--- src/rtl/core/itf_pkg.sv ---
`default_nettype none

package itf_pkg;

  localparam int MAX_CHARS  = 32;
  localparam int IDX_W      = $clog2(MAX_CHARS);
  localparam int POS_W      = $clog2(MAX_CHARS + 1);
  localparam int CMP_W      = (POS_W > 6) ? POS_W : 6;
  localparam int VAL_W      = 64;
  localparam int DEC_DIGITS = 20;
  localparam int BCD_W      = 4 * DEC_DIGITS;
  localparam int CNT_W      = $clog2(VAL_W);

  localparam logic [1:0] RADIX_OCT = 2'd0;
  localparam logic [1:0] RADIX_DEC = 2'd1;

  localparam logic [7:0] CH_ZERO  = 8'h30;
  localparam logic [7:0] CH_X     = 8'h78;
  localparam logic [7:0] CH_MINUS = 8'h2d;
  localparam logic [7:0] CH_ALPHA = 8'h57;

  typedef enum logic [2:0] {
    ST_IDLE,
    ST_DABBLE,
    ST_DIGIT,
    ST_PAD,
    ST_PREFIX,
    ST_HEX_ZERO,
    ST_EMIT
  } state_t;

  typedef struct packed {
    logic [VAL_W-1:0] value;
    logic             is_signed;
    logic [1:0]       radix_select;
    logic [5:0]       pad_target;
    logic             alternate_form;
  } in_t;

  typedef struct packed {
    logic [7:0] character;
    logic       last_char;
  } out_t;

  typedef struct packed {
    logic             en;
    logic [IDX_W-1:0] addr;
    logic [7:0]       data;
  } wr_t;

  function automatic logic [7:0] glyph(input logic [3:0] d);
    logic [7:0] res;
    if (d < 4'd10) begin
      res = CH_ZERO + {4'b0, d};
    end else begin
      res = CH_ALPHA + {4'b0, d};
    end
    return res;
  endfunction

endpackage

`default_nettype wire

--- src/rtl/core/itf_text_ram.sv ---
`default_nettype none

module itf_text_ram (
  input  wire logic                     clk,
  input  wire itf_pkg::wr_t             wr,
  input  wire logic                     rd_en,
  input  wire logic [itf_pkg::IDX_W-1:0] rd_addr,
  output logic [7:0]                    rd_data
);

  logic [7:0] text_mem [itf_pkg::MAX_CHARS];

  always_ff @(posedge clk) begin
    if (wr.en) begin
      text_mem[wr.addr] <= wr.data;
    end
  end

  always_ff @(posedge clk) begin
    if (rd_en) begin
      rd_data <= text_mem[rd_addr];
    end
  end

endmodule

`default_nettype wire

--- src/rtl/core/integer_to_text_formatter.sv ---
`default_nettype none

// Channel   Direction  Handshake                Payload
// input     in         start, busy              in_data  (itf_pkg::in_t)
// result    out        out_valid (strobe only)  out_data (itf_pkg::out_t)
//
// A transaction is taken when start is high and busy is low.
// After the accepting edge: 64 double-dabble steps for decimal (none for octal or hex),
// then one write per digit and per pad character, one pad check, any prefix writes, and
// one read per emitted character; each character appears in the cycle after its read.
// Decimal conversion uses a bit-serial binary-to-BCD shift register (double dabble).
// Characters leave on consecutive cycles, one per cycle, and cannot be stalled.
// Reset is synchronous, active low, and returns the block to idle at the next edge.

module integer_to_text_formatter (
  input  wire logic          clk,
  input  wire logic          rst_n,
  input  wire logic          start,
  output logic               busy,
  input  wire itf_pkg::in_t  in_data,
  output logic               out_valid,
  output itf_pkg::out_t      out_data
);

  itf_pkg::state_t state_r, state_nxt;

  logic [itf_pkg::VAL_W-1:0] mag_r, mag_nxt;
  logic [itf_pkg::BCD_W-1:0] dig_r, dig_nxt;
  logic [itf_pkg::CNT_W-1:0] cnt_r, cnt_nxt;
  logic [itf_pkg::POS_W-1:0] pos_r, pos_nxt;
  logic [5:0]                pad_r, pad_nxt;
  logic                      alt_r, alt_nxt;
  logic                      oct_r, oct_nxt;
  logic                      dec_r, dec_nxt;
  logic                      zero_r, zero_nxt;
  logic [itf_pkg::IDX_W-1:0] rd_r, rd_nxt;
  logic                      valid_r;
  logic                      last_r;

  logic                      accept;
  logic                      neg;
  logic [itf_pkg::VAL_W-1:0] in_mag;
  logic [itf_pkg::BCD_W-1:0] dig_adj;
  logic [3:0]                digit;
  logic                      rest_nz;
  logic [itf_pkg::POS_W-1:0] len;
  logic                      pad_more;
  logic                      emit_last;
  logic                      rd_en;
  logic [itf_pkg::POS_W-1:0] pos_dec;
  logic [itf_pkg::POS_W-1:0] pos_hex;
  logic [itf_pkg::POS_W-1:0] pos_oct;
  itf_pkg::wr_t              wr;
  logic [7:0]                rd_data;

  assign accept   = start && (state_r == itf_pkg::ST_IDLE);
  assign busy     = (state_r != itf_pkg::ST_IDLE);
  assign neg      = in_data.is_signed && in_data.value[itf_pkg::VAL_W-1];
  assign in_mag   = neg ? (~in_data.value + 1'b1) : in_data.value;
  assign digit    = oct_r ? {1'b0, dig_r[2:0]} : dig_r[3:0];
  assign rest_nz  = oct_r ? (|dig_r[itf_pkg::BCD_W-1:3]) : (|dig_r[itf_pkg::BCD_W-1:4]);
  assign len      = itf_pkg::POS_W'(itf_pkg::MAX_CHARS) - pos_r;
  assign pad_more = (pos_r != '0) && (itf_pkg::CMP_W'(len) < itf_pkg::CMP_W'(pad_r));
  assign emit_last = (rd_r == itf_pkg::IDX_W'(itf_pkg::MAX_CHARS - 1));
  assign rd_en    = (state_r == itf_pkg::ST_EMIT);
  assign pos_dec  = pos_r - 1'b1;
  assign pos_hex  = (pos_r < itf_pkg::POS_W'(2)) ? itf_pkg::POS_W'(1) : pos_dec;
  assign pos_oct  = (pos_r == '0) ? '0 : pos_dec;

  always_comb begin
    dig_adj = dig_r;
    for (int i = 0; i < itf_pkg::DEC_DIGITS; i++) begin
      if (dig_r[4*i +: 4] >= 4'd5) begin
        dig_adj[4*i +: 4] = dig_r[4*i +: 4] + 4'd3;
      end
    end
  end

  always_comb begin
    state_nxt = state_r;
    case (state_r)
      itf_pkg::ST_IDLE: begin
        if (accept) begin
          state_nxt = (in_data.radix_select == itf_pkg::RADIX_DEC) ?
                      itf_pkg::ST_DABBLE : itf_pkg::ST_DIGIT;
        end
      end
      itf_pkg::ST_DABBLE: begin
        if (cnt_r == '0) begin
          state_nxt = itf_pkg::ST_DIGIT;
        end
      end
      itf_pkg::ST_DIGIT: begin
        if (!(rest_nz && (pos_dec != '0))) begin
          state_nxt = itf_pkg::ST_PAD;
        end
      end
      itf_pkg::ST_PAD: begin
        if (!pad_more) begin
          state_nxt = alt_r ? itf_pkg::ST_PREFIX : itf_pkg::ST_EMIT;
        end
      end
      itf_pkg::ST_PREFIX: begin
        state_nxt = (!oct_r && !dec_r) ? itf_pkg::ST_HEX_ZERO : itf_pkg::ST_EMIT;
      end
      itf_pkg::ST_HEX_ZERO: begin
        state_nxt = itf_pkg::ST_EMIT;
      end
      itf_pkg::ST_EMIT: begin
        if (emit_last) begin
          state_nxt = itf_pkg::ST_IDLE;
        end
      end
      default: begin
        state_nxt = itf_pkg::ST_IDLE;
      end
    endcase
  end

  always_comb begin
    mag_nxt  = mag_r;
    dig_nxt  = dig_r;
    cnt_nxt  = cnt_r;
    pos_nxt  = pos_r;
    pad_nxt  = pad_r;
    alt_nxt  = alt_r;
    oct_nxt  = oct_r;
    dec_nxt  = dec_r;
    zero_nxt = zero_r;
    wr       = '0;
    case (state_r)
      itf_pkg::ST_IDLE: begin
        if (accept) begin
          mag_nxt = in_mag;
          dig_nxt = (in_data.radix_select == itf_pkg::RADIX_DEC) ?
                    '0 : itf_pkg::BCD_W'(in_mag);
          cnt_nxt = itf_pkg::CNT_W'(itf_pkg::VAL_W - 1);
          pos_nxt = itf_pkg::POS_W'(itf_pkg::MAX_CHARS);
          pad_nxt = in_data.pad_target;
          alt_nxt = in_data.alternate_form || neg;
          oct_nxt = (in_data.radix_select == itf_pkg::RADIX_OCT);
          dec_nxt = (in_data.radix_select == itf_pkg::RADIX_DEC);
        end
      end
      itf_pkg::ST_DABBLE: begin
        dig_nxt = {dig_adj[itf_pkg::BCD_W-2:0], mag_r[itf_pkg::VAL_W-1]};
        mag_nxt = {mag_r[itf_pkg::VAL_W-2:0], 1'b0};
        cnt_nxt = cnt_r - 1'b1;
      end
      itf_pkg::ST_DIGIT: begin
        wr.en    = 1'b1;
        wr.addr  = pos_dec[itf_pkg::IDX_W-1:0];
        wr.data  = itf_pkg::glyph(digit);
        zero_nxt = (digit == 4'd0);
        pos_nxt  = pos_dec;
        dig_nxt  = oct_r ? (dig_r >> 3) : (dig_r >> 4);
      end
      itf_pkg::ST_PAD: begin
        if (pad_more) begin
          wr.en    = 1'b1;
          wr.addr  = pos_dec[itf_pkg::IDX_W-1:0];
          wr.data  = itf_pkg::CH_ZERO;
          zero_nxt = 1'b1;
          pos_nxt  = pos_dec;
        end
      end
      itf_pkg::ST_PREFIX: begin
        if (dec_r) begin
          wr.en   = 1'b1;
          wr.addr = pos_oct[itf_pkg::IDX_W-1:0];
          wr.data = itf_pkg::CH_MINUS;
          pos_nxt = pos_oct;
        end else if (oct_r) begin
          if (!zero_r) begin
            wr.en   = 1'b1;
            wr.addr = pos_oct[itf_pkg::IDX_W-1:0];
            wr.data = itf_pkg::CH_ZERO;
            pos_nxt = pos_oct;
          end
        end else begin
          wr.en   = 1'b1;
          wr.addr = pos_hex[itf_pkg::IDX_W-1:0];
          wr.data = itf_pkg::CH_X;
          pos_nxt = pos_hex;
        end
      end
      itf_pkg::ST_HEX_ZERO: begin
        wr.en   = 1'b1;
        wr.addr = pos_dec[itf_pkg::IDX_W-1:0];
        wr.data = itf_pkg::CH_ZERO;
        pos_nxt = pos_dec;
      end
      default: begin
        wr = '0;
      end
    endcase
    rd_nxt = rd_en ? (rd_r + 1'b1) : pos_nxt[itf_pkg::IDX_W-1:0];
  end

  always_ff @(posedge clk) begin
    if (!rst_n) begin
      state_r <= itf_pkg::ST_IDLE;
      valid_r <= 1'b0;
      last_r  <= 1'b0;
    end else begin
      state_r <= state_nxt;
      valid_r <= rd_en;
      last_r  <= rd_en && emit_last;
    end
  end

  always_ff @(posedge clk) begin
    mag_r  <= mag_nxt;
    dig_r  <= dig_nxt;
    cnt_r  <= cnt_nxt;
    pos_r  <= pos_nxt;
    pad_r  <= pad_nxt;
    alt_r  <= alt_nxt;
    oct_r  <= oct_nxt;
    dec_r  <= dec_nxt;
    zero_r <= zero_nxt;
    rd_r   <= rd_nxt;
  end

  itf_text_ram u_text_ram (
    .clk     (clk),
    .wr      (wr),
    .rd_en   (rd_en),
    .rd_addr (rd_r),
    .rd_data (rd_data)
  );

  assign out_valid          = valid_r;
  assign out_data.character = rd_data;
  assign out_data.last_char = last_r;

`ifndef ASSERT_OFF
  a_busy_after_accept: assert property (@(posedge clk) disable iff (!rst_n)
    accept |=> busy)
    else $error("block not busy after an accepted transaction");

  a_emit_contiguous: assert property (@(posedge clk) disable iff (!rst_n)
    out_valid && !out_data.last_char |=> out_valid)
    else $error("gap inside an emitted text");

  a_gap_after_last: assert property (@(posedge clk) disable iff (!rst_n)
    out_valid && out_data.last_char |=> !out_valid)
    else $error("character emitted after the last one");

  a_idle_only_last: assert property (@(posedge clk) disable iff (!rst_n)
    !busy && out_valid |-> out_data.last_char)
    else $error("block went idle before the last character");
`endif

endmodule

`default_nettype wire
--- config.mk ---
export PLATFORM = sky130hd
export DESIGN_NAME = integer_to_text_formatter
export DESIGN_NICKNAME = d
export VERILOG_FILES = /design/src/rtl/core/itf_pkg.sv /design/src/rtl/core/itf_text_ram.sv /design/src/rtl/core/integer_to_text_formatter.sv
export SDC_FILE = /design/constraint.sdc
export NUM_CORES = 1
export LEC_CHECK = 0
export CAP_MARGIN = 10
export CORE_ASPECT_RATIO = 0.5
export CORE_MARGIN = 2
export CORE_UTILIZATION = 39
export CTS_BUF_LIST = sky130_fd_sc_hd__clkbuf_2
export DETAILED_ROUTE_END_ITERATION = 16
export DONT_BUFFER_PORTS = 1
export GPL_TIMING_DRIVEN = 0
export PLACE_DENSITY_LB_ADDON = 0.05
export RECOVER_POWER = 25
export SLEW_MARGIN = 20
export SYNTH_ARGS = -nofsm -noshare
export SYNTH_HDL_FRONTEND = slang
export SYNTH_SLANG_ARGS = --single-unit
--- constraint.sdc ---
create_clock -name clk -period 8.7 [get_ports clk]
set_input_delay 0 -clock clk [delete_from_list [all_inputs] [get_ports clk]]
set_output_delay 0 -clock clk [all_outputs]
set_load 0.01 [all_outputs]
==> results.cfg, run 1 <==
[logic_synthesis]
syn-num-nets = 1936
yosysMostFrequentCell = edfxtp_1
ys_warn_count = 0
synth_area_um2 = 21920
synthTopCellsByArea = edfxtp_1, mux4_2, ha_1
synth_edf_count = 392
synth_top_area_share_pct = 53.71
synth_cells = 1788
ys_seq_area_share_pct = 55.08
synth.distinct_cells = 77
synth_top_cell_by_area = edfxtp_1
synth_area_per_cell_um2 = 12.26
async_reset_ff_share_pct = 0
ys_top_cells_by_count = edfxtp_1, a21oi_1, nor2_1
ys_seq_elements = 407
yosys_most_used_dff = edfxtp_1

[sta]
min_period_over_period_pct = 63.57
maxSlewHeadroom_pct = -48.92
holdWs_ns = 0.1217
drv_slew = 35
skew_ns = 0.09199
fin_tns_setup_ns = 0
tightest_slew_ns = 2.210
setup-violations-final = 0
fin_ws_ns = 3.169
rsz0062_at_grt = false
hold_viol = 0
period_needed_ns = 5.531
fmax_ghz = 0.1808

[global_routing]
grt_max_degree = 41
overflow = 0
antenna_found_initial = 2
grt_pass1_wl_mm = 107.6
grtUsageTotal_pct = 24.74
grt_pass1_vias = 17110

[clocking]
cts_sinks = 407
clk_pin_slew_ns = 0.12
htree_num_levels = 3
cts-root-buf = clkbuf_2
tritoncts = yes
cts_buffer_depth = 3
clkLatencyLatePin_ns = 1.12
cts_buffers = 97

[power_and_ir_drop]
p_sw_w = 0.003790
swShare_pct = 43.66
pwr-share-comb_pct = 45.7
power.internal_w = 0.004891
ir_drop_uv = 122.7
seqPwrFrac_pct = 39.4
p_clk_share_pct = 14.9
pwr_density_cell_nw_per_um2 = 329.6
power.static_leakage_nw = 9.117

[setup_path]
reg2reg_slack_ns = 3.52
cp-start-kind = input pin
arrival_ns = 6.31
crit_fanout = 10
r2r_cells = 16
required_ns = 9.48
critPathKind = input pin to flop
rr_startpoint = pos_r[0]
r2r_end = u_text_ram.text_mem[17][1]
endpoint_kind = flop

[drt]
vias = 17030
routedWlPerCell_um = 24.53
ant_nets = 0
drc = 0
routed_wirelength_mm = 72.53
drtIter0Drc = 1312
dr.pass1.iters = 5
routed_via_density = 5.760

[status]
status = finished with violations
violations = capacitance limit, slew limit

[placement]
portBuffers = 0
gp_congestion = 0.8847
pre_cts_ws_ns = 3.606
dp_cells = 2565
place_hpwl_mm = 49.68

[layout]
final_core_util_pct = 47.40
drive_above_1_share_pct = 14.00
layout.nets = 2284
multi_input_area_um2 = 9351
seqCellArea_um2 = 12070
final_cells = 2957
nFillCells = 5122
area_growth_syn_to_layout_pct = 20.18

[hold_path]
hold_path_end = mag_r[1]
min_path_cells = 5
min_from = in_data[10]
hold_path_class = input pin to flop

[die]
fp.dieArea_um2 = 58220
boundaryPins = 88
die_w_um = 339.2
die_y_um = 171.6
start_util_pct = 39.44
row_count = 61
core_um2 = 55560

[flow_run]
drv_cap = 2
==> metal layers <==
layer / vias up / global-route usage [%] / wire [um]
met5: - / 0 / 12
met4: 2 / 7.291 / 1556
met3: 134 / 5.029 / 4596
met2: 665 / 41.20 / 34150
met1: 8582 / 32.87 / 32220
li1: 7649 / - / -
==> registers in the layout, summed over array words and instances, names as in the netlist <==
name / count
zero_r: 1
pos_r: 6
mag_r: 64
cnt_r: 6
out_valid: 1
pad_r: 6
last_r: 1
state_r: 3
dig_r: 80
oct_r: 1
rd_r: 5
u_text_ram.text_mem: 224
u_text_ram.rd_data: 7
dec_r: 1
alt_r: 1
==> worst max-delay path, cell delays in order <==
cell           delay, ns
dlygate4sd3_1       0.56
dlygate4sd3_1       0.63
inv_1               0.08
ha_1                0.19
nor4b_2             0.35
dlygate4sd3_1       0.66
nand3_1             0.31
dlygate4sd3_1       0.81
nor4_2              0.72
buf_2               0.38
a31oi_1             0.11
dlygate4sd3_1       0.62
xnor2_1             0.16
dlygate4sd3_1       0.63
o21ai_0             0.10
==> cells in the final DEF (no fill, tap or decap), types with 27 or more instances in the layout <==
cell type      Yosys  routed
a21oi_1          160     159
clkbuf_1          74      86
clkbuf_2           1     139
dlygate4sd3_1      0     228
edfxtp_1         392     392
ha_1              71      71
inv_1             79      79
mux2i_1           82      82
mux4_2            70      70
nand2_1           90      89
nor2_1           121     121
nor3_1            55      32
nor3b_1           35      35
nor4_1            36      27
o21ai_0           92      90
o221ai_1          28      28
o22a_1            28      28
xnor2_1           70      70
==> layout make-up <==
type	instances	share of cell area (%)
sequential	407	45.83
buffer	103	1.563
clock buffer	137	2.603
tap	756	3.591
multi-input combinational	1199	35.50
inverter	79	1.126
timing repair buffer	249	9.187
clock inverter	26	0.5843
antenna	1	0.009501
==> how the worst max path moves through the flow <==
stage | startpoint | end | slack (ns) | cells after the start
3_5_place_dp | pos_r[1] | u_text_ram.text_mem[6][2] | 3.61 | 14
5_1_grt | in_data[11] | mag_r[48] | 3.06 | 15
2_1_floorplan | state_r[1] | dig_r[0] | 1.22 | 4
4_1_cts | in_data[11] | mag_r[48] | 3.39 | 15
6_report | in_data[11] | mag_r[48] | 3.17 | 15
3_3_place_gp | state_r[1] | dig_r[30] | -2.62 | 4
==> per-stage QoR <==
stage,cell area [um^2],power (W)
finish,26340,0.008681
global route,26340,0.009212
CTS,26450,0.008717
detailed placement,23330,0.007177
global placement,22860,0.007032
floorplan,21920,0.005744
==> timing repair <==
| action | in CTS | in global routing |
|---|---|---|
| endpoints found under the hold margin | 313 | 0 |
| hold buffers | 228 | 0 |
| setup buffers | 0 | 0 |
| gates resized for setup | 0 | 0 |
==> cells by family after synthesis <==
kind of cell,synth area share [%]
AO/OA/AOI/OAI,11.91
XOR/XNOR,3.705
adder cells (fa/ha/maj),4.053
buffers and inverters,3.237
flip-flops,55.08
multiplexers,11.45
other,0.01711
AND/OR/NAND/NOR,10.54
==> power by group through the flow <==
stage                     clock network [W]  logic [W]  registers (W)
after floorplan                           0    0.00246        0.00329
after global placement                    0    0.00350        0.00353
after detailed placement                  0    0.00374        0.00344
after CTS                           0.00133    0.00399        0.00339
after global routing                0.00143    0.00432        0.00347
final                               0.00129    0.00397        0.00342
(Power assumes the default switching activity.)
==> run 2, diff against run 1 <==
--- a/config.mk
+++ b/config.mk
@@ -5,6 +5,7 @@
 export SDC_FILE = /design/constraint.sdc
 export NUM_CORES = 1
 export LEC_CHECK = 0
+export ABC_AREA = 1
 export CAP_MARGIN = 10
 export CORE_ASPECT_RATIO = 0.5
 export CORE_MARGIN = 2
==> constraint.sdc (replaced) <==
create_clock -name clk -period 5.2 [get_ports clk]
set_input_delay 0 -clock clk [delete_from_list [all_inputs] [get_ports clk]]
set_output_delay 0 -clock clk [all_outputs]
set_load 0.01 [all_outputs]
==> results.cfg, run 2 <==
[logic_synthesis]
ys_top_cells_by_count = nand2_1, nor2_1, edfxtp_1
synth-simple-area-share_pct = 23.73
ys_warn_count = 0
synthTopCellsByArea = edfxtp_1, nand2_1, nor2_1
synth_edf_count = 392
synth.distinct_cells = 47
synthMuxAreaShare_pct = 0
synth_area_um2 = 23180
yosys_most_used_dff = edfxtp_1
synth_compound_area_share_pct = 13.10
post_synth_fa_ha_maj_area_fraction_pct = 3.832
async_reset_ff_share_pct = 0
synth_cells = 2731
ys_seq_elements = 407
syn-num-nets = 2879
yosysMostFrequentCell = nand2_1
synth-xor-area-share_pct = 1.587
synth_area_per_cell_um2 = 8.488
synth_top_family_by_area = simple AND/OR/NAND/NOR gates
synth_top_area_share_pct = 50.78
synth_top_cell_by_area = edfxtp_1
ys_seq_area_share_pct = 52.08

[setup_path]
required_ns = 6.09
critical_path.max_stage_delay_ns = 0.76
arrival_ns = 5.82
cp-start-kind = input pin
cp_cell_sequence = dlygate4sd3_1 -> dlygate4sd3_1 -> inv_1 -> nand2_1 -> nor2_4 -> dlygate4sd3_1 -> nand3b_1 -> o21ai_2 -> dlygate4sd3_1 -> nand2_1 -> dlygate4sd3_1 -> o21ai_0 -> dlygate4sd3_1 -> nand2_1 -> dlygate4sd3_1 -> nand2_1 -> nand2_1
critPathKind = input pin to flop
endpoint_kind = flop
crit_path_frequent_cell = dlygate4sd3_1
crit_fanout = 5
crit_slowest_cell = dlygate4sd3_1

[flow_run]
drv_cap = 2

[power_and_ir_drop]
total_power_w = 0.01463
pwr-share-comb_pct = 46.4
seqPwrFrac_pct = 37.9
pwr_density_cell_nw_per_um2 = 526.4
ir_drop_uv = 230.7
p_sw_w = 0.006917
power.internal_w = 0.007714
p_clk_share_pct = 15.7
swShare_pct = 47.27
power.static_leakage_nw = 10.83

[clocking]
cts.repair.resized = 0
htree_num_levels = 3
cts_buffers = 99
cts_sinks = 407
clk_pin_slew_ns = 0.15
cts-root-buf = clkbuf_2
tritoncts = yes
clkLatencyLatePin_ns = 1.13
cts_buffer_depth = 3

[sta]
min_period_over_period_pct = 94.82
setup-violations-final = 0
hold_viol = 0
fmax_ghz = 0.2028
period_needed_ns = 4.930
maxSlewHeadroom_pct = -41.02
skew_ns = 0.08879
drv_slew = 23
rsz0062_at_grt = false
fin_ws_ns = 0.2696
tightest_slew_ns = 2.093

[layout]
multi_input_area_um2 = 9823
seqCellArea_um2 = 12070
final_common_cell = nand2_1
drive_above_1_share_pct = 6.976
final_cells = 3950
largest_register_ffs = 224
regMostFlops = u_text_ram.text_mem
top_regs = u_text_ram.text_mem (224), dig_r (80), mag_r (64)
layout_common_cells = nand2_1, nor2_1, edfxtp_1, o21ai_0, dlygate4sd3_1
nFillCells = 5824
final_area_um2 = 27790
area_growth_syn_to_layout_pct = 19.90
layout.nets = 3248

[global_routing]
grtUsageTotal_pct = 28.45
grt_max_degree = 52
overflow = 0
antenna_found_initial = 3
grt_pass1_wl_mm = 130.4
grt_pass1_vias = 20740

[drt]
ant_nets = 0
routed_via_density = 5.421
dr.pass1.iters = 6
drc = 0
routedWlPerCell_um = 22.16
drtIter0Drc = 2328
routed_wirelength_mm = 87.53
vias = 21410

[die]
die_y_um = 176.4
start_util_pct = 39.32
row_count = 63
fp.dieArea_um2 = 61520
core_um2 = 58960
boundaryPins = 88
die_w_um = 348.8

[placement]
pre_cts_ws_ns = 0.7955
dpl_cell_area_um2 = 24400
portBuffers = 0
dp_cells = 3518
gp_congestion = 0.9228
place_hpwl_mm = 62.36

[status]
violations = capacitance limit, slew limit
status = finished with violations

[hold_path]
hold_path_class = input pin to flop
-- run 2: cell count changes after synthesis, sizes merged, moves of 42 or more --
cell	change
nor3	-42
nor2	+328
nand3	+183
mux2i	-82
mux4	-70
inv	+149
o211ai	+49
nand2	+530
xnor2	-59
o21ai	+174
-- run 2: final timing paths --
kind	start	endpoint	slack [ns]	cells past startpoint
max	in_data[10]	dig_r[35]	0.27	17
min	in_data[8]	oct_r	0.20	3
max reg2reg	pos_r[0]	u_text_ram.text_mem[1][1]	0.63	16
min reg2reg	mag_r[45]	mag_r[46]	0.50	2
-- run 2: final cells by class --
cell class	instances	share of cell area, %
flip-flops and latches	407	43.43
multi-input cells	1983	35.34
repair buffers	268	9.796
well taps	780	3.511
inverters	231	3.124
clock buffers	145	2.611
plain buffers	110	1.535
clock inverters	24	0.6258
diodes	2	0.01801
-- run 2: what timing repair did --
action                                  in CTS  in global routing
hold buffers                               262                  0
endpoints found under the setup margin       0                  2
setup buffers                                0                  0
endpoints found under the hold margin      313                  0
-- run 2: kinds of logic after synthesis --
group,Yosys count
fa+ha+maj,71
simple gates,1325
xor+xnor,42
other cells,1
compound gates,544
flops,407
buf+inv,341
-- run 2: routing by layer --
metal	vias up	wire length [um]	share of wire, %	track usage (%)
li1	10140	-	-	-
met1	10220	39380	45	39.73
met2	896	39310	45	45.15
met3	156	6258	7.1	4.678
met4	4	2562	2.9	9.411
met5	-	20	0.023	0
-- run 2: through the flow --
stage | hold WS (ns) | util, % | TNS [ns]
detailed placement | 0.09892 | 41.39 | 0
finish | 0.2050 | 47.14 | 0
floorplan | 0.09887 | - | 0
global route | 0.1017 | 47.14 | 0
CTS | 0.02935 | 47.36 | 0
global placement | 0.09892 | 40.97 | -12.78
-- run 2: power by group through the flow --
| stage | registers (W) | logic (W) | clock network [W] |
|---|---|---|---|
| 3_5_place_dp | 0.00558 | 0.00649 | 0 |
| 3_3_place_gp | 0.00568 | 0.00632 | 0 |
| 4_1_cts | 0.00551 | 0.00679 | 0.00234 |
| 2_1_floorplan | 0.00542 | 0.00403 | 0 |
| 5_1_grt | 0.00564 | 0.00748 | 0.00252 |
| 6_report | 0.00555 | 0.00679 | 0.00229 |
-- run 2: worst max-delay path: cells and delay by family --
| family | cells | cell delay (ns) |
|---|---|---|
| and+or+nand+nor | 7 | 0.99 |
| AOI/OAI and AO/OA | 2 | 0.35 |
| buffers and inverters | 8 | 4.48 |
==> run 3, diff against run 2 <==
--- a/config.mk
+++ b/config.mk
@@ -7,6 +7,8 @@
 export LEC_CHECK = 0
 export ABC_AREA = 1
 export CAP_MARGIN = 10
+export CELL_PAD_IN_SITES_DETAIL_PLACEMENT = 0
+export CELL_PAD_IN_SITES_GLOBAL_PLACEMENT = 1
 export CORE_ASPECT_RATIO = 0.5
 export CORE_MARGIN = 2
 export CORE_UTILIZATION = 39
==> results.cfg, run 3 (synthesized netlist as in run 2, its figures left out) <==
[layout]
drive_above_1_share_pct = 6.924
final_cells = 3945
layout.nets = 3242
layout_common_cells = nand2_1, nor2_1, edfxtp_1, o21ai_0, dlygate4sd3_1
largest_register_ffs = 224
multi_input_area_um2 = 9823
regMostFlops = u_text_ram.text_mem
area_growth_syn_to_layout_pct = 19.54
final_common_cell = nand2_1
nFillCells = 5951
seqCellArea_um2 = 12070
top_regs = u_text_ram.text_mem (224), dig_r (80), mag_r (64)

[clocking]
cts-root-buf = clkbuf_2
htree_num_levels = 3
clk_pin_slew_ns = 0.09
cts_buffers = 97
clkLatencyLatePin_ns = 1.14
cts_buffer_depth = 3
tritoncts = yes
cts_sinks = 407

[drt]
routedWlPerCell_um = 22.23
routed_wirelength_mm = 87.68
routed_via_density = 5.409
dr.pass1.iters = 8
drtIter0Drc = 1851
drc = 0
vias = 21340
ant_nets = 0

[die]
fp.dieArea_um2 = 61520
core_um2 = 58960
row_count = 63
start_util_pct = 39.32
boundaryPins = 88
die_y_um = 176.4
die_w_um = 348.8

[status]
status = finished with violations
violations = capacitance limit, slew limit

[placement]
gp_congestion = 0.9183
dp_cells = 3517
portBuffers = 0
place_hpwl_mm = 62.46

[global_routing]
antenna_found_initial = 3
overflow = 0
grt_pass1_wl_mm = 129.1
grt_max_degree = 53
grtUsageTotal_pct = 28.37
grt_pass1_vias = 20540

[setup_path]
cp_num_cells = 17
crit_path_frequent_cell = dlygate4sd3_1
endpoint_kind = flop
crit_fanout = 8
critPathKind = input pin to flop
crit_slowest_cell = dlygate4sd3_1
cp-start-kind = input pin
cp_top_family = buffers and inverters
critical_path.max_stage_delay_ns = 0.78
arrival_ns = 5.71
required_ns = 6.02
cp_cell_sequence = dlygate4sd3_1 -> dlygate4sd3_1 -> inv_1 -> ha_1 -> nand2_1 -> nor2_4 -> dlygate4sd3_1 -> nand3_1 -> nor2_1 -> dlygate4sd3_1 -> nand3_1 -> dlygate4sd3_1 -> a21o_1 -> dlygate4sd3_1 -> nand3_1 -> dlygate4sd3_1 -> nand2_1
cp.buffers_inverters = 8
r2r_cells = 12

[sta]
maxSlewHeadroom_pct = -83.09
tightest_slew_ns = 2.725
skew_ns = 0.1339
rsz0062_at_grt = false
period_needed_ns = 4.883
hold_viol = 0
holdWs_ns = 0.1121
drv_slew = 79
setup-violations-final = 0
fmax_ghz = 0.2048
min_period_over_period_pct = 93.90

[hold_path]
min_path_cells = 2
hold_path_class = input pin to flop

[power_and_ir_drop]
pwr_density_cell_nw_per_um2 = 524.4
ir_drop_uv = 237.1
total_power_w = 0.01453
power.static_leakage_nw = 10.77

[flow_run]
drv_cap = 4
-- run 3: cell types whose count changed in the layout (fill, tap and decap cells not counted), sizes merged --
cell,change
clkbuf,-2
dlygate4sd3,-3
buf,-2
clkinvlp,-1
bufinv,-2
clkinv,+5
-- run 3: where the power goes --
part | total (W) | internal [W] | leakage (nW) | switching (W)
clock | 0.00218 | 0.000747 | 0.655 | 0.00143
sequential | 0.00555 | 0.00499 | 3.79 | 0.000560
combinational | 0.00681 | 0.00186 | 6.32 | 0.00495
total | 0.0145 | 0.00759 | 10.8 | 0.00694
-- run 3: area by class of cell --
class / instances / share of cell area [%]
buffer: 110 / 1.549
antenna: 2 / 0.01806
multi-input combinational: 1983 / 35.45
inverter: 231 / 3.134
sequential: 407 / 43.56
tap: 780 / 3.522
clock inverter: 26 / 0.4967
clock buffer: 142 / 2.565
timing repair buffer: 264 / 9.703
-- run 3: path summary, 6_finish.rpt --
kind,slack (ns),endpoint,from
max reg2reg,0.64,state_r[0],state_r[2]
min,0.11,pad_r[3],in_data[4]
min reg2reg,0.42,mag_r[58],mag_r[57]
max,0.32,mag_r[26],in_data[10]
-- run 3: per-stage QoR --
stage,util (%),cell area (um^2),setup WS [ns],TNS (ns)
global placement,40.97,24160,-0.2109,-13.47
global route,46.99,27710,0.2167,0
CTS,47.20,27830,0.2262,0
finish,47.00,27710,0.3170,0
floorplan,-,23180,1.978,0
detailed placement,41.36,24390,0.7654,0
-- run 3: layer usage --
layer	share of wire, %	GRT usage, %	routed length, um
met1	45	38.55	39390
met2	45	45.71	39420
met3	6.8	5.067	5987
met4	3.3	10.00	2880
met5	0	0	0
-- run 3: timing repair --
item | CTS | global route
endpoints found under the setup margin | 0 | 1
hold buffers | 259 | 1
buffers inserted | 0 | 0
resized for setup | 0 | 2
hold endpoints to repair | 313 | 6
-- run 3: worst reg2reg max path, stage by stage, from the launching register on --
cell,delay [ns]
dfxtp_1,0.32
buf_4,0.15
inv_1,0.08
nor3_1,2.06
nand2_1,0.23
nand2_1,0.17
a21oi_1,0.08
nand2_1,0.12
nand2_1,0.06
nand2_1,0.06
dlygate4sd3_1,0.56
nor2_1,0.04
dlygate4sd3_1,0.54
